**src/design/x86ea_pkg.sv**
```systemverilog
`timescale 1ns / 1ps

package x86ea_pkg;

    typedef enum logic [1:0] {
        ST_ADDR   = 2'd0,
        ST_WRITE  = 2'd1,
        ST_REG_OP = 2'd2
    } t_status;

    localparam logic       FUNC_WRITE = 1'b0;
    localparam logic       FUNC_EA    = 1'b1;

    localparam logic [1:0] MOD_NODISP = 2'd0;
    localparam logic [1:0] MOD_REG    = 2'd3;

    localparam logic [2:0] SEG_ES = 3'd0;
    localparam logic [2:0] SEG_SS = 3'd2;
    localparam logic [2:0] SEG_DS = 3'd3;
    localparam logic [2:0] SEG_GS = 3'd5;

    localparam logic [2:0] GR_EBX = 3'd3;
    localparam logic [2:0] GR_ESP = 3'd4;
    localparam logic [2:0] GR_EBP = 3'd5;
    localparam logic [2:0] GR_ESI = 3'd6;
    localparam logic [2:0] GR_EDI = 3'd7;

    localparam logic [2:0] RM_SIB    = 3'd4;
    localparam logic [2:0] RM_DISP32 = 3'd5;
    localparam logic [2:0] RM_DIRECT = 3'd6;

    localparam logic [3:0] IDX_SEG_FIRST = 4'd8;
    localparam logic [3:0] IDX_SEG_LAST  = 4'd13;

    localparam int NUM_GPR = 8;
    localparam int NUM_SEG = 6;

    typedef struct packed {
        logic        func;
        logic [3:0]  reg_index;
        logic [31:0] reg_value;
        logic        addr32;
        logic [1:0]  mod_field;
        logic [2:0]  rm_field;
        logic [7:0]  sib_byte;
        logic signed [31:0] displacement;
        logic [2:0]  seg_override;
    } t_req;

    typedef struct packed {
        t_status     status;
        logic [2:0]  segment_index;
        logic [15:0] segment_value;
        logic [31:0] offset;
    } t_rsp;

endpackage

```
**src/design/x86ea_if.sv**
```systemverilog
`timescale 1ns / 1ps

interface x86ea_req_if;
    import x86ea_pkg::*;
    logic valid;
    logic ready;
    t_req data;

    modport source (output valid, output data, input ready);
    modport sink   (input valid, input data, output ready);
endinterface

interface x86ea_rsp_if;
    import x86ea_pkg::*;
    logic valid;
    logic ready;
    t_rsp data;

    modport source (output valid, output data, input ready);
    modport sink   (input valid, input data, output ready);
endinterface

```
**src/design/x86_modrm_effective_address.sv**
```systemverilog
`timescale 1ns / 1ps

// x86 ModR/M + SIB address generation. Takes one beat per cycle while the
// output is not stalled and returns one result beat per request, through one
// input register and then a single pass of operand select, a three-input
// 32-bit add and segment select into the result register.
// Register-write beats update the shadow register file as they leave the
// input register, so a following address beat already sees the new value.
// Backpressure from the output stalls both stages; throughput is one beat per
// cycle. Results: status 0 address, 1 register written, 2 register operand
// (mod 3); the latter two carry zero segment and offset.

module x86_modrm_effective_address
    import x86ea_pkg::*;
(
    input  logic               i_clk,
    input  logic               i_rst_n,
    x86ea_req_if.sink          i_req,
    x86ea_rsp_if.source        o_rsp
);

    t_req        r_req;
    logic        r_req_vld;
    t_rsp        r_rsp;
    logic        r_rsp_vld;
    logic [31:0] r_gpr [NUM_GPR];
    logic [15:0] r_seg [NUM_SEG];

    logic        advance;
    t_rsp        n_rsp;

    assign advance     = r_req_vld && (!r_rsp_vld || o_rsp.ready);
    assign i_req.ready = !r_req_vld || advance;
    assign o_rsp.valid = r_rsp_vld;
    assign o_rsp.data  = r_rsp;

    always_comb begin
        logic [31:0] term_a;
        logic [31:0] term_b;
        logic [31:0] term_d;
        logic [31:0] sum;
        logic [2:0]  seg;
        logic [2:0]  sib_idx;
        logic [2:0]  sib_base;
        logic [1:0]  sib_sc;
        logic        mod0;

        term_a   = '0;
        term_b   = '0;
        term_d   = '0;
        seg      = SEG_DS;
        sib_sc   = r_req.sib_byte[7:6];
        sib_idx  = r_req.sib_byte[5:3];
        sib_base = r_req.sib_byte[2:0];
        mod0     = (r_req.mod_field == MOD_NODISP);

        if (r_req.addr32) begin
            if (!mod0) begin
                term_d = r_req.displacement;
            end
            if (r_req.rm_field == RM_SIB) begin
                if (sib_idx != GR_ESP) begin
                    term_a = r_gpr[sib_idx] << sib_sc;
                end
                if (sib_base == GR_EBP && mod0) begin
                    term_d = r_req.displacement;
                end else begin
                    term_b = r_gpr[sib_base];
                    if (sib_base == GR_EBP || sib_base == GR_ESP) begin
                        seg = SEG_SS;
                    end
                end
            end else if (r_req.rm_field == RM_DISP32) begin
                if (mod0) begin
                    term_d = r_req.displacement;
                end else begin
                    term_b = r_gpr[GR_EBP];
                    seg    = SEG_SS;
                end
            end else begin
                term_b = r_gpr[r_req.rm_field];
            end
        end else begin
            if (!mod0 || r_req.rm_field == RM_DIRECT) begin
                term_d = {16'h0, r_req.displacement[15:0]};
            end
            case (r_req.rm_field)
                3'd0: begin
                    term_a = {16'h0, r_gpr[GR_EBX][15:0]};
                    term_b = {16'h0, r_gpr[GR_ESI][15:0]};
                end
                3'd1: begin
                    term_a = {16'h0, r_gpr[GR_EBX][15:0]};
                    term_b = {16'h0, r_gpr[GR_EDI][15:0]};
                end
                3'd2: begin
                    term_a = {16'h0, r_gpr[GR_EBP][15:0]};
                    term_b = {16'h0, r_gpr[GR_ESI][15:0]};
                    seg    = SEG_SS;
                end
                3'd3: begin
                    term_a = {16'h0, r_gpr[GR_EBP][15:0]};
                    term_b = {16'h0, r_gpr[GR_EDI][15:0]};
                    seg    = SEG_SS;
                end
                3'd4: term_b = {16'h0, r_gpr[GR_ESI][15:0]};
                3'd5: term_b = {16'h0, r_gpr[GR_EDI][15:0]};
                3'd6: begin
                    if (!mod0) begin
                        term_b = {16'h0, r_gpr[GR_EBP][15:0]};
                        seg    = SEG_SS;
                    end
                end
                default: term_b = {16'h0, r_gpr[GR_EBX][15:0]};
            endcase
        end

        sum = term_a + term_b + term_d;
        if (!r_req.addr32) begin
            sum = {16'h0, sum[15:0]};
        end

        if (r_req.seg_override <= SEG_GS) begin
            seg = r_req.seg_override;
        end
        if (seg > SEG_GS) begin
            seg = SEG_ES;
        end

        n_rsp = '{status: ST_ADDR, segment_index: '0, segment_value: '0, offset: '0};
        if (r_req.func == FUNC_WRITE) begin
            n_rsp.status = ST_WRITE;
        end else if (r_req.mod_field == MOD_REG) begin
            n_rsp.status = ST_REG_OP;
        end else begin
            n_rsp.segment_index = seg;
            n_rsp.segment_value = r_seg[seg];
            n_rsp.offset        = sum;
        end
    end

    always_ff @(posedge i_clk) begin
        if (!i_rst_n) begin
            r_req_vld <= 1'b0;
            r_rsp_vld <= 1'b0;
            for (int i = 0; i < NUM_GPR; i++) begin
                r_gpr[i] <= '0;
            end
            for (int i = 0; i < NUM_SEG; i++) begin
                r_seg[i] <= '0;
            end
        end else begin
            if (i_req.valid && i_req.ready) begin
                r_req_vld <= 1'b1;
            end else if (advance) begin
                r_req_vld <= 1'b0;
            end

            if (advance) begin
                r_rsp_vld <= 1'b1;
            end else if (o_rsp.ready) begin
                r_rsp_vld <= 1'b0;
            end

            if (advance && r_req.func == FUNC_WRITE) begin
                if (r_req.reg_index < IDX_SEG_FIRST) begin
                    r_gpr[r_req.reg_index[2:0]] <= r_req.reg_value;
                end else if (r_req.reg_index <= IDX_SEG_LAST) begin
                    // 8..13 map to segment 0..5 through the low bits
                    r_seg[r_req.reg_index[2:0]] <= r_req.reg_value[15:0];
                end
            end
        end
    end

    always_ff @(posedge i_clk) begin
        if (i_req.valid && i_req.ready) begin
            r_req <= i_req.data;
        end
        if (advance) begin
            r_rsp <= n_rsp;
        end
    end

endmodule

```
**src/flat_wrapper.sv**
```systemverilog
// flat-port wrapper written by rule: the top's interface ports become plain ports
module x86_modrm_effective_address_flat import x86ea_pkg::*;
  (i_clk, i_rst_n, i_req_valid, i_req_data, i_req_ready, o_rsp_valid, o_rsp_data, o_rsp_ready);
  x86ea_req_if i_req_i ();
  x86ea_rsp_if o_rsp_i ();
  input  logic i_clk;
  input  logic i_rst_n;
  input wire logic [$bits(i_req_i.valid)-1:0] i_req_valid;
  input wire logic [$bits(i_req_i.data)-1:0] i_req_data;
  output wire logic [$bits(i_req_i.ready)-1:0] i_req_ready;
  output wire logic [$bits(o_rsp_i.valid)-1:0] o_rsp_valid;
  output wire logic [$bits(o_rsp_i.data)-1:0] o_rsp_data;
  input wire logic [$bits(o_rsp_i.ready)-1:0] o_rsp_ready;
  assign i_req_i.valid = i_req_valid;
  assign i_req_i.data = i_req_data;
  assign i_req_ready = i_req_i.ready;
  assign o_rsp_valid = o_rsp_i.valid;
  assign o_rsp_data = o_rsp_i.data;
  assign o_rsp_i.ready = o_rsp_ready;
  x86_modrm_effective_address u_core (.i_clk(i_clk), .i_rst_n(i_rst_n), .i_req(i_req_i), .o_rsp(o_rsp_i));
endmodule
```
**config.mk**
```make
export PLATFORM = sky130hd
export DESIGN_NAME = x86_modrm_effective_address_flat
export DESIGN_NICKNAME = d
export VERILOG_FILES = /design/src/design/x86ea_pkg.sv /design/src/design/x86ea_if.sv /design/src/design/x86_modrm_effective_address.sv /design/src/flat_wrapper.sv
export SDC_FILE = /design/constraint.sdc
export NUM_CORES = 1
export LEC_CHECK = 0
export BUFFER_PORTS_ARGS = -buffer_cell sky130_fd_sc_hd__buf_4
export CAP_MARGIN = 20
export CORE_ASPECT_RATIO = 1.2
export CORE_UTILIZATION = 25
export CTS_BUF_LIST = sky130_fd_sc_hd__clkbuf_4 sky130_fd_sc_hd__clkbuf_8
export CTS_CLUSTER_DIAMETER = 40
export DETAILED_ROUTE_END_ITERATION = 8
export SETUP_SLACK_MARGIN = 0.02
export SYNTH_ARGS = -nofsm -noshare
export SYNTH_HDL_FRONTEND = slang
export SYNTH_SLANG_ARGS = --single-unit
```
**constraint.sdc**
```tcl
create_clock -name i_clk -period 5.4 [get_ports i_clk]
set_input_delay 0.27 -clock i_clk [delete_from_list [all_inputs] [get_ports i_clk]]
set_output_delay 0.27 -clock i_clk [all_outputs]
set_load 0.05 [all_outputs]
```
---- Word level (Yosys, flattened, before mapping) ----
Memory sizes are Yosys's and may differ from the RTL's. A register that Yosys moved wholly into a read port is not among the register bits.
Index checks and enable logic that the tools add are counted.
storage, ports and cells
  register bits after elaboration ......... 125
  memory bits (writable) .................. 352
  input bits .............................. 90
  output and inout bits ................... 55
  memories ................................ 2
operators by class
  add/subtract/negate cells ............... 2
  order comparisons ....................... 4
  equality and inequality tests ........... 10
  shifts and indexed selects .............. 1
  multiplexer cells ....................... 51
  bitwise operators ....................... 2
  reductions and logical operators ........ 23
memories
  name          depth  width  read ports  clocked after memory_dff  write ports  line                               RTL
  u_core.r_gpr  8      32     7           3                         8            x86_modrm_effective_address.sv:26  logic [31:0] r_gpr [NUM_GPR];
  u_core.r_seg  6      16     1           1                         6            x86_modrm_effective_address.sv:27  logic [15:0] r_seg [NUM_SEG];
operators with widths
  cell                                                             number
  32-bit two-way mux                                               15
  32-bit one-hot mux with 3 select lines                           1
  32-bit adder                                                     2
  16-bit two-way mux                                               3
  3-bit two-way mux                                                11
  16-bit one-hot mux with 2 select lines                           1
  32-bit OR reduction                                              1
  32-bit by 2-bit << shifter with 32-bit output                    1
  1-bit two-way mux                                                18
  16-bit OR reduction                                              1
  3-bit == test, second input constant                             5
  3-bit OR reduction                                               3
  3-bit by 2-bit == test with 1-bit output, second input constant  2
  3-bit one-hot mux with 2 select lines                            1
  2-bit OR reduction                                               3
  4-bit less-or-equal comparator, second input constant            1
  1-bit logical AND                                                4
  1-bit logical OR                                                 4
  4-bit less-than comparator, second input constant                1
  2-bit nonzero test                                               2
  3-bit by 1-bit == test with 1-bit output, second input constant  1
  3-bit > comparator, second input constant                        1
  3-bit less-or-equal comparator, second input constant            1
  1-bit logical NOT                                                3
  6 further kinds                                                  7

---- Logic depth before layout (Yosys ltp) ----
  depth in word-level cells ............... 9
  gate-level depth with buffers ........... 21

---- Worst setup path after synthesis ----
No wires, ideal clock.
  kind .................................... flip-flop to flip-flop
  from .................................... register with a tool-made name
  to ...................................... register u_core.r_rsp, in the netlist u_core.o_rsp.data[30] (data pin)
  setup time .............................. 259 ps
  arrival time ............................ 4,510 ps
  setup slack ............................. 631 ps
  stages on the path, launching flop included .. 22
  path buffers ............................ 4
  clock period less this slack ............ 4,769 ps
  path through ............................ dfxtp_1 clkbuf_1 clkbuf_1 clkbuf_1 mux4_2 mux2i_1 nand2_1 nand2_1 mux2i_1 a21oi_1 fa_1 inv_1 ha_1 clkbuf_1 a21oi_1 o21ai_1 a221oi_1 o21ai_1 a211o_1 a21oi_1 nor4_1 a211o_1
RTL lines
  item                  line                                RTL
  end signal, assigned  x86_modrm_effective_address.sv:181  r_rsp <= n_rsp;
  end, declared         x86_modrm_effective_address.sv:24   t_rsp r_rsp;

---- Final worst setup path ----
  from .................................... register u_core.r_req[47] (netlist bit)
  to ...................................... register u_core.r_rsp, in the netlist u_core.o_rsp.data[31] (data pin)
on the way
  cells in the longest elaborated chain, start to end .. 7
RTL lines
  item                                                line                                                                                                     RTL
  start, declared                                     x86_modrm_effective_address.sv:22                                                                        t_req r_req;
  start signal, assigned                              x86_modrm_effective_address.sv:178                                                                       r_req <= i_req.data;
  2-bit logical NOT                                   x86_modrm_effective_address.sv:55                                                                        mod0 = (r_req.mod_field == MOD_NODISP);
  32-bit two-way mux, or another cell as far along    x86_modrm_effective_address.sv:74                                                                        if (mod0) begin
  32-bit two-way mux, on equally long branches        x86_modrm_effective_address.sv:73, x86_modrm_effective_address.sv:65, x86_modrm_effective_address.sv:74
  32-bit two-way mux, on equally long branches        x86_modrm_effective_address.sv:61, x86_modrm_effective_address.sv:73
  32-bit two-way mux, on equally long branches        x86_modrm_effective_address.sv:57, x86_modrm_effective_address.sv:61
  32-bit adder or 32-bit two-way mux (tied branches)  x86_modrm_effective_address.sv:118, x86_modrm_effective_address.sv:57
  32-bit adder                                        x86_modrm_effective_address.sv:118                                                                       sum = term_a + term_b + term_d;
Several ways; a longest one is shown, not always the timed one.
A chain may end at the register's enable or synchronous reset.

==> results.ini <==
[floorplanning]
ios=145
chipWidth_um=313.9
dieArea_sq_um=118100
core-area_sq_um=115200
die_h_um=376.3
rows=136
start_util_pct=25.33

[timing]
rsz0062_at_grt=false
maxSlewHeadroom_pct=22.69
timing.final.crit_share_pct=93.75
worst_pin_slew_ns=1.157
clock-skew-final_ns=0.04776
finalMaxSlewViolations=0
hold_ws_ns=0.2194
fin_tns_setup_ns=0
setup_viol=0
hold_violations=0
finalWorstSetupSlack_ns=0.3373
fmax_ghz=0.1975
fin_crit_ns=5.063

[setup_path]
cp_cell_sequence=or2_1 > nand2_1 > nor2_1 > a211oi_1 > a311oi_1 > a31oi_1 > fa_1 > inv_1 > ha_1 > fa_1 > a21oi_1 > nor3_1 > o21ai_0 > nand4_1 > a21oi_1 > nor4_1 > or3_1 > a21oi_1
critPathMostFrequentCell=a21oi_1
crit_buf_inv=1
cp-end-kind=flip-flop
r2r_slack_ns=0.34
crit_required_ns=5.99
cp_max_fo=11
cp_data_arrival_time_ns=5.65
cp_top_family=simple AND/OR/NAND/NOR gates
crit_slowest_cell=or2_1
path_class=flip-flop to flip-flop
r2r_cells=18
crit_path_start_kind=flip-flop
cpPeakStageDelay_ns=0.57
cp_num_cells=18

[detailed_routing]
vias=20160
drt_iter0_markers=1931
drt-vias-per-instance=4.839
dr.pass1.iters=5
ant_nets=0
drc_errors=0
avgRoutedWirePerCell_um=21.91
wirelength_um=91290

[layout]
final_cells=4166
area_growth_pct=20.69
nNetsFinal=2725
final_layout_size_suffix_gt1_share_pct=23.27
fill_cells=11550

[synth]
netlist_instances=2345
ys_types=59
synth-edff-count=491
ys_seq_elements=502
syn-num-nets=2497
synth_seq_area_share_pct=51.28
synth_warnings=0
syn-mean-instance-area_sq_um=12.45
synthArstFlopShare_pct=0
netlist_area_sq_um=29180
synth_ff_type=edfxtp_1

[clock_network]
cts_sinks=502
worstSkewPairLatency_ns=0.76
htreeDepth=3
cts_resized=0
clockRootBuffer=clkbuf_8
clk_path_buf_depth=3
cts.reportedPaths.clkPinSlew_ns=0.06
cts_inserted_buffers=88
post_cts_buffers=0
cts_tree=yes

[placed_design]
place.port_buffers=144
dp_slack_ns=0.4495
dp_hpwl_um=60630
finalWeightedCongestion=0.8690
dp.cells=3909

[grt]
first_global_vias=20440
grt_first_pass_wirelength_um=133000
grt_overflow=0
track_usage_pct=15.21
antenna_found_initial=7
grt_max_degree=68

[min_path]
hp-class=input pin to flip-flop
hold_depth=2

[power_and_ir_drop]
power.density_nw_per_um2=290.7
leakagePower_nw=13.44
ir_worst_vdd_mv=0.1522

[run]
maxCapViolCount=0

[status]
status=finished, final reports clean

sequential cells by signal, summed over array words and instances (netlist names), named ones only:
register            cells
u_core.r_gpr          256
u_core.r_seg           96
u_core.r_req_vld        1
u_core.o_rsp.valid      1
u_core.r_req           86
u_core.o_rsp.data      53
layer usage:
metal | up-vias | global-route usage, % | part of all wire, %
met2 | 825 | 26.24 | 50
met1 | 10070 | 18.78 | 40
met3 | 174 | 2.427 | 6.3
li1 | 9097 | - | -
met5 | - | 0 | 0
met4 | 0 | 6.259 | 3.4
synth_stat cells, types with 4 or more instances:
cell type / n / area (sq um)
edfxtp_1: 491 / 14740
and2_1: 296 / 1852
nand2_1: 253 / 949.7
mux4_2: 193 / 4347
nor2_1: 186 / 698.2
mux2i_1: 167 / 1672
clkbuf_1: 146 / 548.0
o21ai_0: 93 / 465.5
inv_1: 87 / 326.6
o21ai_1: 50 / 250.2
a21oi_1: 49 / 245.2
fa_1: 32 / 640.6
ha_1: 30 / 375.4
a31oi_1: 21 / 131.4
buf_1: 20 / 75.07
a211oi_1: 18 / 135.1
a22oi_1: 16 / 120.1
nand3_1: 16 / 80.08
buf_2: 14 / 70.07
xnor2_1: 14 / 122.6
a311oi_1: 13 / 113.9
mux2_2: 13 / 146.4
and3_1: 12 / 75.07
xor2_1: 12 / 105.1
dfxtp_1: 11 / 220.2
a21o_1: 10 / 75.07
nand2b_1: 9 / 56.30
nor3_1: 9 / 45.04
nor2b_1: 7 / 43.79
o21bai_1: 7 / 52.55
nand4_1: 5 / 31.28
nor3b_1: 4 / 30.03
path summary, 6_finish.rpt:
path,start,to
worst min-delay path,i_req_data[59],u_core.r_req[59]
worst max-delay path,u_core.r_req[47],u_core.o_rsp.data[31]
worst min register to register,u_core.r_req[36],flip-flop
worst max register to register,u_core.r_req[47],u_core.o_rsp.data[31]
cell families (layout without fill, tap and decap cells):
group           count (synthesis)  count (layout)  share of synthesized area, %
compound gates                300             300                         6.097
fa+ha+maj                      62              62                         3.481
xor+xnor                       27              27                        0.8574
mux                           374             374                         21.16
other cells                     0               1                             0
flops                         502             502                         51.28
buf+inv                       269             571                         3.546
simple gates                  811             811                         13.58
metrics by stage:
stage | total power [mW] | utilization [%] | instance area (sq um)
finish | 10.24 | 30.58 | 35220
global route | 10.65 | 30.58 | 35220
CTS | 10.33 | 30.56 | 35210
detailed placement | 6.483 | 28.14 | 32410
global placement | 6.468 | 28.12 | 32400
floorplan | 5.861 | - | 29180
timing repair:
item,CTS,global route
endpoints found under the setup margin,0,0
hold buffers,91,0
hold endpoints to repair,97,0
layout by cell type (no fill, tap or decap), types with 7 or more instances in the layout:
master	count
a21oi_1	49
clkinv_2	7
clkinv_1	16
dlygate4sd3_1	91
xnor2_1	14
mux4_2	193
buf_4	214
a31oi_1	21
o21ai_1	50
a21o_1	10
nand3_1	16
o21ai_0	83
nand2b_1	7
mux2_2	13
a211oi_1	18
clkbuf_4	27
edfxtp_1	491
xor2_1	12
nor3_1	7
clkbuf_8	92
inv_1	86
buf_12	12
nand2_1	253
ha_1	30
nor2_1	180
mux2i_1	167
and2_1	296
o21bai_1	7
fa_1	32
a22oi_1	16
and3_1	12
a311oi_1	13
area by class of cell:
| cell class | instances | area (sq um) | area share [%] |
|---|---|---|---|
| diodes | 1 | 2.502 | 0.007105 |
| inverters | 88 | 332.8 | 0.9449 |
| flip-flops and latches | 502 | 14980 | 42.54 |
| multi-input cells | 1574 | 13340 | 37.86 |
| clock inverters | 45 | 416.7 | 1.183 |
| well taps | 1518 | 1899 | 5.392 |
| clock buffers | 119 | 1469 | 4.170 |
| repair buffers | 319 | 2784 | 7.904 |
report_power, final:
part | internal, mW | switching (mW) | leakage (nW)
registers | 4.46 | 0.173 | 5.10
logic | 0.779 | 1.04 | 7.37
clock network | 2.05 | 1.73 | 0.971
No activity file was read; power rests on OpenSTA's default activity.
